<file path="config.mk">
export PLATFORM = sky130hd
export DESIGN_NAME = euclidean_distance_bytes
export DESIGN_NICKNAME = d
export VERILOG_FILES = /design/src/design/edb_pkg.sv /design/src/design/euclidean_distance_bytes.sv /design/src/design/edb_dpath.sv /design/src/design/edb_ctrl.sv
export VERILOG_INCLUDE_DIRS = /design/src /design/src/design
export SDC_FILE = /design/constraint.sdc
export NUM_CORES = 1
export LEC_CHECK = 0
export BUFFER_PORTS_ARGS = -buffer_cell sky130_fd_sc_hd__buf_2
export CAP_MARGIN = 20
export CORE_MARGIN = 2
export CORE_UTILIZATION = 55
export DETAILED_ROUTE_END_ITERATION = 12
export HOLD_SLACK_MARGIN = 0.08
export PLACE_DENSITY = 0.76
export SETUP_SLACK_MARGIN = 0.2
export SKIP_LAST_GASP = 1
export SLEW_MARGIN = 10
export SYNTH_ARGS = -nofsm -noshare
export SYNTH_HDL_FRONTEND = slang
export SYNTH_SLANG_ARGS = --single-unit
export TNS_END_PERCENT = 50
</file>
<file path="constraint.sdc">
create_clock -name clk -period 5.49 [get_ports clk]
set_clock_uncertainty 0.05 [all_clocks]
set_input_delay 0.8235 -clock clk [delete_from_list [all_inputs] [get_ports clk]]
set_output_delay 0.8235 -clock clk [all_outputs]
set_load 0.02 [all_outputs]
</file>
<file path="src/design/assert_macros.svh">
// assertion helpers, compiled out when SYNTH is defined
`ifndef ASSERT_MACROS_SVH
`define ASSERT_MACROS_SVH

`ifndef SYNTH

// property must hold at every rising clock edge outside reset
`define ASSERT_CLK(lbl, clk, rst_n, prop) \
    lbl: assert property (@(posedge clk) disable iff (!rst_n) (prop)) \
        else $error("assertion failed");

// condition must never be true outside reset
`define ASSERT_NEVER(lbl, clk, rst_n, cond) \
    lbl: assert property (@(posedge clk) disable iff (!rst_n) !(cond)) \
        else $error("forbidden condition");

`else

`define ASSERT_CLK(lbl, clk, rst_n, prop)

`define ASSERT_NEVER(lbl, clk, rst_n, cond)

`endif

`endif

</file>
<file path="src/design/edb_pkg.sv">
`timescale 1ns / 1ps

package edb_pkg;

    localparam int PIX_W          = 8;
    localparam int SQ_W           = 2 * PIX_W;
    localparam int SUM_W          = 26;
    localparam int DIST_W         = 21;
    localparam int FRAC_W         = 8;
    localparam int RAD_W          = SUM_W + 2 * FRAC_W;
    localparam int REM_W          = DIST_W + 2;
    localparam int ROOT_STEPS     = DIST_W;
    localparam int STEP_W         = $clog2(ROOT_STEPS);
    localparam int SQ_MAX         = 65025;
    localparam int MAX_PIXELS_DEF = 1024;

    typedef struct packed {
        logic [PIX_W-1:0] pixel_a;
        logic [PIX_W-1:0] pixel_b;
        logic             last;
    } in_item_t;

    typedef struct packed {
        logic [SUM_W-1:0]  sum_squares;
        logic [DIST_W-1:0] distance_fixed;
        logic              too_long;
    } out_item_t;

    typedef enum logic [1:0] {
        ST_ACCUM,
        ST_ROOT,
        ST_DONE
    } ctl_state_t;

    typedef struct packed {
        logic acc_en;
        logic root_start;
        logic root_step;
        logic out_load;
    } dp_cmd_t;

endpackage

</file>
<file path="src/design/euclidean_distance_bytes.sv">
`timescale 1ns / 1ps
// a closing request (last set) passes the 21-step root unit and the output load,
//   and dst_valid rises; throughput: one pixel-pair request per cycle while
//   accumulating, a closing one if no result waits; input stalls in root and load
// reset: rst_n asynchronous active low, clears sum, count, flag and control;
//   the block accepts requests as soon as reset is released
module euclidean_distance_bytes #(
    parameter int MAX_PIXELS = edb_pkg::MAX_PIXELS_DEF
) (
    input  logic                clk,
    input  logic                rst_n,
    input  edb_pkg::in_item_t   src_data,
    input  logic                src_valid,
    output logic                src_stall,
    output edb_pkg::out_item_t  dst_data,
    output logic                dst_valid,
    input  logic                dst_stall
);
    import edb_pkg::*;

    // command bundle from the controller to the datapath
    dp_cmd_t cmd;

    // controller: accumulate state, root iteration, result load
    //   the output register decouples the two sides, so pairs of the next
    //   vector are taken while a finished result still waits downstream
    edb_ctrl u_ctrl (
        .clk       (clk),
        .rst_n     (rst_n),
        .src_valid (src_valid),
        .src_last  (src_data.last),
        .src_stall (src_stall),
        .dst_valid (dst_valid),
        .dst_stall (dst_stall),
        .cmd       (cmd)
    );

    // datapath: squared difference, saturating accumulator with pair count,
    //   digit-by-digit square root of sum * 65536 (one root bit per cycle),
    //   output register
    edb_dpath #(
        .MAX_PIXELS (MAX_PIXELS)
    ) u_dpath (
        .clk      (clk),
        .rst_n    (rst_n),
        .cmd      (cmd),
        .src_data (src_data),
        .dst_data (dst_data)
    );

endmodule

</file>
<file path="src/design/edb_dpath.sv">
`timescale 1ns / 1ps

module edb_dpath #(
    parameter int MAX_PIXELS = edb_pkg::MAX_PIXELS_DEF
) (
    input  logic                clk,
    input  logic                rst_n,
    input  edb_pkg::dp_cmd_t    cmd,
    input  edb_pkg::in_item_t   src_data,
    output edb_pkg::out_item_t  dst_data
);
    import edb_pkg::*;

    localparam int CNT_W = $clog2(MAX_PIXELS + 1);
    localparam longint unsigned SUM_FULL = longint'(MAX_PIXELS) * longint'(SQ_MAX);
    localparam longint unsigned SUM_FIELD_MAX = (64'd1 << SUM_W) - 64'd1;
    localparam logic [SUM_W-1:0] SUM_CAP =
        SUM_W'(SUM_FULL > SUM_FIELD_MAX ? SUM_FIELD_MAX : SUM_FULL);

    logic [SUM_W-1:0]  sum_reg, sum_next;
    logic [CNT_W-1:0]  cnt_reg, cnt_next;
    logic              ovf_reg, ovf_next;
    logic [SUM_W-1:0]  hold_sum_reg;
    logic              hold_ovf_reg;
    logic [RAD_W-1:0]  rad_reg;
    logic [REM_W-1:0]  rem_reg;
    logic [DIST_W-1:0] root_reg;
    out_item_t         out_reg;

    logic [PIX_W-1:0]  diff;
    logic [SQ_W-1:0]   sq;
    logic [SUM_W:0]    sum_wide;
    logic [REM_W+1:0]  rem_sh;
    logic [REM_W+1:0]  trial;
    logic              take;

    // absolute difference, square, saturating add
    always_comb
    begin
        diff     = (src_data.pixel_a >= src_data.pixel_b) ?
                   src_data.pixel_a - src_data.pixel_b :
                   src_data.pixel_b - src_data.pixel_a;
        sq       = SQ_W'(diff) * SQ_W'(diff);
        sum_wide = {1'b0, sum_reg} + (SUM_W + 1)'(sq);
        if (cnt_reg >= CNT_W'(MAX_PIXELS))
        begin
            ovf_next = 1'b1;
            sum_next = SUM_CAP;
            cnt_next = cnt_reg;
        end
        else
        begin
            ovf_next = ovf_reg;
            sum_next = (sum_wide > (SUM_W + 1)'(SUM_CAP)) ? SUM_CAP : sum_wide[SUM_W-1:0];
            cnt_next = cnt_reg + CNT_W'(1);
        end
    end

    // one root bit per step
    always_comb
    begin
        rem_sh = {rem_reg, rad_reg[RAD_W-1 -: 2]};
        trial  = (REM_W + 2)'({root_reg, 2'b01});
        take   = (rem_sh >= trial);
    end

    always_ff @(posedge clk or negedge rst_n)
    begin
        if (!rst_n)
        begin
            sum_reg <= '0;
            cnt_reg <= '0;
            ovf_reg <= 1'b0;
        end
        else if (cmd.acc_en)
        begin
            if (src_data.last)
            begin
                sum_reg <= '0;
                cnt_reg <= '0;
                ovf_reg <= 1'b0;
            end
            else
            begin
                sum_reg <= sum_next;
                cnt_reg <= cnt_next;
                ovf_reg <= ovf_next;
            end
        end
    end

    always_ff @(posedge clk)
    begin
        if (cmd.root_start)
        begin
            hold_sum_reg <= sum_next;
            hold_ovf_reg <= ovf_next;
            rad_reg      <= {sum_next, {(2 * FRAC_W){1'b0}}};
            rem_reg      <= '0;
            root_reg     <= '0;
        end
        else if (cmd.root_step)
        begin
            rad_reg  <= rad_reg << 2;
            rem_reg  <= take ? REM_W'(rem_sh - trial) : REM_W'(rem_sh);
            root_reg <= {root_reg[DIST_W-2:0], take};
        end
        if (cmd.out_load)
        begin
            out_reg.sum_squares    <= hold_sum_reg;
            out_reg.distance_fixed <= root_reg;
            out_reg.too_long       <= hold_ovf_reg;
        end
    end

    assign dst_data = out_reg;

endmodule

</file>
<file path="src/design/edb_ctrl.sv">
`timescale 1ns / 1ps
`include "assert_macros.svh"

module edb_ctrl (
    input  logic              clk,
    input  logic              rst_n,
    input  logic              src_valid,
    input  logic              src_last,
    output logic              src_stall,
    output logic              dst_valid,
    input  logic              dst_stall,
    output edb_pkg::dp_cmd_t  cmd
);
    import edb_pkg::*;

    ctl_state_t        state_reg, state_next;
    logic [STEP_W-1:0] step_reg, step_next;
    logic              valid_reg, valid_next;
    logic              src_acc;

    always_ff @(posedge clk or negedge rst_n)
    begin
        if (!rst_n)
        begin
            state_reg <= ST_ACCUM;
            step_reg  <= '0;
            valid_reg <= 1'b0;
        end
        else
        begin
            state_reg <= state_next;
            step_reg  <= step_next;
            valid_reg <= valid_next;
        end
    end

    always_comb
    begin
        state_next = state_reg;
        step_next  = step_reg;
        valid_next = valid_reg;
        cmd        = '0;
        src_stall  = 1'b1;
        src_acc    = 1'b0;
        if (valid_reg && !dst_stall)
        begin
            valid_next = 1'b0;
        end
        case (state_reg)
            ST_ACCUM:
            begin
                // a closing request waits until the output slot is free
                src_stall      = valid_reg && src_last;
                src_acc        = src_valid && !src_stall;
                cmd.acc_en     = src_acc;
                cmd.root_start = src_acc && src_last;
                if (src_acc && src_last)
                begin
                    state_next = ST_ROOT;
                    step_next  = '0;
                end
            end
            ST_ROOT:
            begin
                cmd.root_step = 1'b1;
                step_next     = step_reg + STEP_W'(1);
                if (step_reg == STEP_W'(ROOT_STEPS - 1))
                begin
                    state_next = ST_DONE;
                end
            end
            ST_DONE:
            begin
                cmd.out_load = 1'b1;
                valid_next   = 1'b1;
                state_next   = ST_ACCUM;
            end
            default:
            begin
                state_next = ST_ACCUM;
            end
        endcase
    end

    assign dst_valid = valid_reg;

    `ASSERT_CLK(a_last_starts_root, clk, rst_n, (src_acc && src_last) |=> (state_reg == ST_ROOT))
    `ASSERT_NEVER(a_no_accept_busy, clk, rst_n, src_acc && (state_reg != ST_ACCUM))
    `ASSERT_CLK(a_valid_from_done, clk, rst_n, $rose(valid_reg) |-> $past(state_reg == ST_DONE))
    `ASSERT_NEVER(a_root_with_result, clk, rst_n, (state_reg == ST_DONE) && valid_reg)

endmodule

</file>
# == Word-level counts from Yosys, hierarchy flattened ==
# Cells that the tools add are included.
# totals
input_bits,21
memories,0
ramBits,0
register_bits,191
latchBits,0
output_inout_bits,50
elab_cells,66
rom_bits,0
# classes
bitwise_logic,0
shift,0
eq_ne,6
n_div,0
add_sub_neg,6
n_mux,22
order_cmp,4
multipliers,1
reduce_logical,13
# op_table
op,n
$mux W42,2
$mux W26,3
$add A26 B16 Y27,1
$gt A27 B26 Y1 const B,1
$ge A25 B23 Y1,1
$mux W23,1
$sub A23 B23 Y23,1
$mux W11,2
$mul A8 B8 Y16,1
$sub A8 B8 Y8,2
$add A11 B1 Y11 const B,1
$ge A11 B11 Y1 const B,1
$pmux W5 S2,1
$ge A8 B8 Y1,1
$mux W8,1
$mux W1,7
$mux W2,3
$reduce_and A2 Y1,3
$reduce_bool A2 Y1,3
$add A5 B1 Y5 const B,1
$eq A5 B5 Y1 const B,1
$mux W5,1
$logic_and A1 B1 Y1,4
$ne A2 B1 Y1 const B,2
other kinds (6),7

# == Longest topological paths before layout ==
# depth
depth_word,8
depth_mapped,35
ltp_nobuf,32

# == Modules after synthesis ==
# Synthesis repeated with hierarchy kept, for this count alone.
# hier_totals
hier_cells,1247
hier_area_um2,12492.0
# by_module_without_submodules
module,area_each_um2,seq_area_each_um2,instances,cells_each
edb_dpath,12047.8,4864.7,1,1209
edb_ctrl,444.2,200.2,1,38

# == Least setup slack after synthesis ==
# Ideal clock, no wire load.
# synth_path
path_kind,input -> register
from,input src_data[9] in the netlist's numbering
to,"register u_dpath.rad_reg[37], data pin"
stages,31
path_buffers,2
required_ps,5171
slack_ps,-3650
arrival_time_ps,8821
setup_time_ps,269
cell_sequence,inv_1 ha_1 inv_1 fa_1 a21o_1 a2111oi_2 o31ai_4 mux2_2 or3_1 o2111a_1 o31ai_2 nor2_1 fa_1 fa_1 fa_1 inv_1 fa_1 inv_1 ha_1 a21oi_1 a21oi_2 a31o_2 o41ai_4 xnor2_1 or4_1 nor4_1 and4_2 or2_1 buf_6 buf_4 a31oi_1
# synth_via
elab_chain_cells,8
word_cells_on_any_way,10
classes_between,add/sub: 3; mul: 1; order compare: 2; mux: 4
# synth_rtl
element,line,source
"start, declared",euclidean_distance_bytes.sv:12,"input edb_pkg::in_item_t src_data,"
"$sub A8 B8 Y8, or another cell as far along",edb_dpath.sv:42,src_data.pixel_b - src_data.pixel_a;
$mux W8 *,edb_dpath.sv:40,diff = (src_data.pixel_a >= src_data.pixel_b) ?
$mul A8 B8 Y16 *,edb_dpath.sv:43,sq = SQ_W'(diff) * SQ_W'(diff);
$add A26 B16 Y27 *,edb_dpath.sv:44,"sum_wide = {1'b0, sum_reg} + (SUM_W + 1)'(sq);"
$gt A27 B26 Y1,edb_dpath.sv:54,sum_next = (sum_wide > (SUM_W + 1)'(SUM_CAP)) ? SUM_CAP : sum_wide[SUM_W-1:0];
$mux W26 *,edb_dpath.sv:54,
$mux W26 *,edb_dpath.sv:45,if (cnt_reg >= CNT_W'(MAX_PIXELS))
$mux W42 *,edb_dpath.sv:94,if (cmd.root_start)
"end signal, assigned",edb_dpath.sv:98,"rad_reg <= {sum_next, {(2 * FRAC_W){1'b0}}};"
"end signal, assigned",edb_dpath.sv:104,rad_reg <= rad_reg << 2;
"end, declared",edb_dpath.sv:25,logic [RAD_W-1:0] rad_reg;
# Every way passes the cells marked *; elsewhere a longest branch is shown, timed or not.
# A chain may end at the register's enable or synchronous reset.

# == Worst setup path in the final report ==
# layout_path
from,input src_data[9] in the netlist's numbering
to,register u_dpath.sum_reg[1]
# layout_via
elab_chain_cells,8
word_cells_on_any_way,10
classes_between,add/sub: 3; mul: 1; order compare: 2; mux: 4
# layout_rtl
element,line,source
"$sub A8 B8 Y8, or another cell as far along",edb_dpath.sv:42,
$mux W8 *,edb_dpath.sv:40,
$mul A8 B8 Y16 *,edb_dpath.sv:43,
$add A26 B16 Y27 *,edb_dpath.sv:44,
$gt A27 B26 Y1,edb_dpath.sv:54,
$mux W26 *,edb_dpath.sv:54,
$mux W26 *,edb_dpath.sv:45,
$mux W26 *,edb_dpath.sv:77,if (src_data.last)
"end signal, assigned",edb_dpath.sv:85,sum_reg <= sum_next;
"end, declared",edb_dpath.sv:20,"logic [SUM_W-1:0] sum_reg, sum_next;"
# Marked as above.

==> impl_metrics.json <==
{
  "drc": 0,
  "synth_seq_cells": 191,
  "cp_data_required_time_ns": 5.80,
  "rr_startpoint": "u_dpath.sum_reg[4]$_DFFE_PN0P_",
  "gp_congestion": 0.930,
  "cts_tree": "built",
  "drt_iter0_drc": 768,
  "ios": 71,
  "fin_area_mm2": 0.0144,
  "start_util": 0.563,
  "r2r_slack_ns": -0.34,
  "largest_reg_flops": 48,
  "start_kind": "input pin",
  "clock_sinks": 191,
  "layout.nets": 1494,
  "place_ws_ns": -3.41,
  "slew_headroom": 0.276,
  "rsz0062_at_grt": "yes",
  "die_h_um": 148,
  "ant_nets": 0,
  "grt_first_pass_wirelength_um": 44900,
  "outcome": "complete, but fails checks",
  "synthCells": 1123,
  "r2r_end": "u_dpath.sum_reg[1]$_DFFE_PN0P_",
  "multi_input_area_mm2": 0.00616,
  "crit_path_frequent_cell": "fa_1",
  "synth_area_mm2": 0.0114,
  "maxSlewViolCount": 0,
  "htreeDepth": 4,
  "setup_viol": 78,
  "track_usage": 0.257,
  "vias": 9312,
  "r2r_cells": 20,
  "core-area_mm2": 0.0203,
  "async_reset_ff_frac": 0.241,
  "grt_pass1_vias": 9210,
  "cp_max_fo": 5,
  "finalCritPeriodShare": 1.53,
  "crit_path_top_delay_cell": "or4_4",
  "place_area_mm2": 0.0132,
  "hold_path.class": "flop to flop",
  "cts.root.buffer_cell": "clkbuf_16",
  "holdPathStages": 0,
  "clk_latency_ns": 0.45,
  "synth_edf_count": 101,
  "cp_num_buf_inv": 7,
  "numCtsBuffers": 17,
  "clock_path_buffers": 2,
  "rows": 52,
  "min_from": "u_dpath.hold_sum_reg[2]$_DFFE_PP_",
  "tns_ns": -210.94,
  "port_buffers": 70,
  "drive_above_1_share": 0.278,
  "drv_cap": 0,
  "synth_area_per_cell_um2": 10.2,
  "post-route-worst-setup-slack_ns": -2.92,
  "hpwl_um": 18600,
  "post_drt_via_cell_ratio": 5.71,
  "antenna_found_initial": 0,
  "synth.cells.most_frequent": "130 x inv_1, 101 x edfxtp_1, 94 x nor2_1",
  "dieArea_mm2": 0.0219,
  "cts.clk_slew.worst_paths_ns": 0.07,
  "arrival_ns": 8.72,
  "synth_area_leaders": "edfxtp_1 27%, dfrtp_1 10%, ha_1 9.4%",
  "grt_overflow": 0,
  "synth_top_area_cell": "edfxtp_1",
  "yosysSeqAreaShare": 0.443,
  "min_to": "u_dpath.dst_data[24]$_DFFE_PP_",
  "fmax_ghz": 0.119,
  "fillCellCount": 1440,
  "max_stage_delay_ns": 0.54,
  "tightest_slew_ns": 1.08,
  "end_kind": "flop",
  "routed_wirelength_um": 28300,
  "cpLargestDelayFamily": "adder cells",
  "synthMostInstantiatedCell": "inv_1",
  "yosys_warnings": 0,
  "area_growth_pct": 26.5,
  "violations": "setup timing",
  "synthDistinctLibCells": 79,
  "die_w_um": 148,
  "crit_type": "input pin to flop",
  "seq_area_mm2": 0.00506,
  "ys.flop_type": "edfxtp_1",
  "wl_per_cell_um": 17.4,
  "netlist.area_leader.share": 0.266,
  "grt_max_degree": 76,
  "n_antenna_cell": 0,
  "period_needed_ns": 8.41,
  "timing_hold_violations_final": 0,
  "synth_nets": 1269,
  "dr.pass1.iters": 5
}
[metrics by stage]
stage | hold WS, ns | utilization | cells
global placement | 0.353 | 0.652 | 1571
floorplan | 0.350 | - | 1123
finish | 0.368 | 0.712 | 1631
global route | 0.377 | 0.712 | 1631
detailed placement | 0.356 | 0.652 | 1571
CTS | 0.370 | 0.703 | 1627
[cell families after synthesis]
logic type	synth area share
adders and majority gates	0.163
DFF	0.443
buffers and inverters	0.0584
AOI/OAI and AO/OA	0.153
xor gates and xnor gates	0.0429
and+or+nand+nor	0.128
muxes	0.0111
[area by class of cell]
type,count,share of cell area
Clock buffer,21,0.0313
Clock inverter,11,0.00563
Inverter,130,0.0346
Multi-Input combinational cell,762,0.426
Sequential cell,191,0.351
Tap cell,270,0.0234
Timing Repair Buffer,246,0.128
[routing by layer]
layer  wire [um]  GRT usage  vias up
met2       13600      0.425      396
met1       11900      0.343     4418
met4         906     0.0933        0
li1            -          -     4413
met3        1880     0.0454       85
met5           0          0        -
[placed cells by master, fill, tap and decap left out, types with 5 or more instances in the layout]
cell type,count
o21a_1,8
nand4_1,14
nor3_1,20
xnor2_1,23
nand3_1,29
nor2b_1,6
nand2b_1,5
fa_1,34
clkbuf_16,17
a21oi_1,49
inv_1,125
o31ai_1,11
nor2_1,85
nor2_2,8
and3_1,8
a21o_1,18
buf_8,5
a22o_1,6
o31ai_4,6
mux2i_1,6
dfxtp_1,44
a32o_1,9
ha_1,82
or2_2,10
edfxtp_1,101
and2_4,8
xor2_1,29
fa_2,5
buf_2,69
buf_6,7
a31oi_1,14
a211oi_1,9
nand2_1,83
o21ai_2,7
dfrtp_1,46
o21ai_0,55
and2_1,9
buf_4,159
[worst max path at each step]
| stage | from | end | slack [ns] | cells after the start |
|---|---|---|---|---|
| floorplan | src_data[9] | u_dpath.rad_reg[39]$_DFFE_PP_ | -3.02 | 34 |
| global placement | src_data[9] | u_dpath.rad_reg[17]$_SDFFCE_PN0P_ | -3.25 | 33 |
| detailed placement | src_data[9] | u_dpath.rad_reg[16]$_SDFFCE_PN0P_ | -3.41 | 33 |
| CTS | src_data[9] | u_dpath.hold_sum_reg[1]$_DFFE_PP_ | -2.78 | 34 |
| global route | src_data[9] | u_dpath.rad_reg[37]$_DFFE_PP_ | -3.14 | 33 |
| finish | src_data[9] | u_dpath.sum_reg[1]$_DFFE_PN0P_ | -2.92 | 33 |
[repair_timing]
item	in CTS	in global routing
resized for setup	51	37
hold buffers	0	0
gates cloned	6	0
pin swaps	30	10
buffers inserted	18	3
setup endpoints to repair	78	78
Power is not shown: default switching activity piles up to over one toggle a cycle in this logic, so the estimate is an artifact.
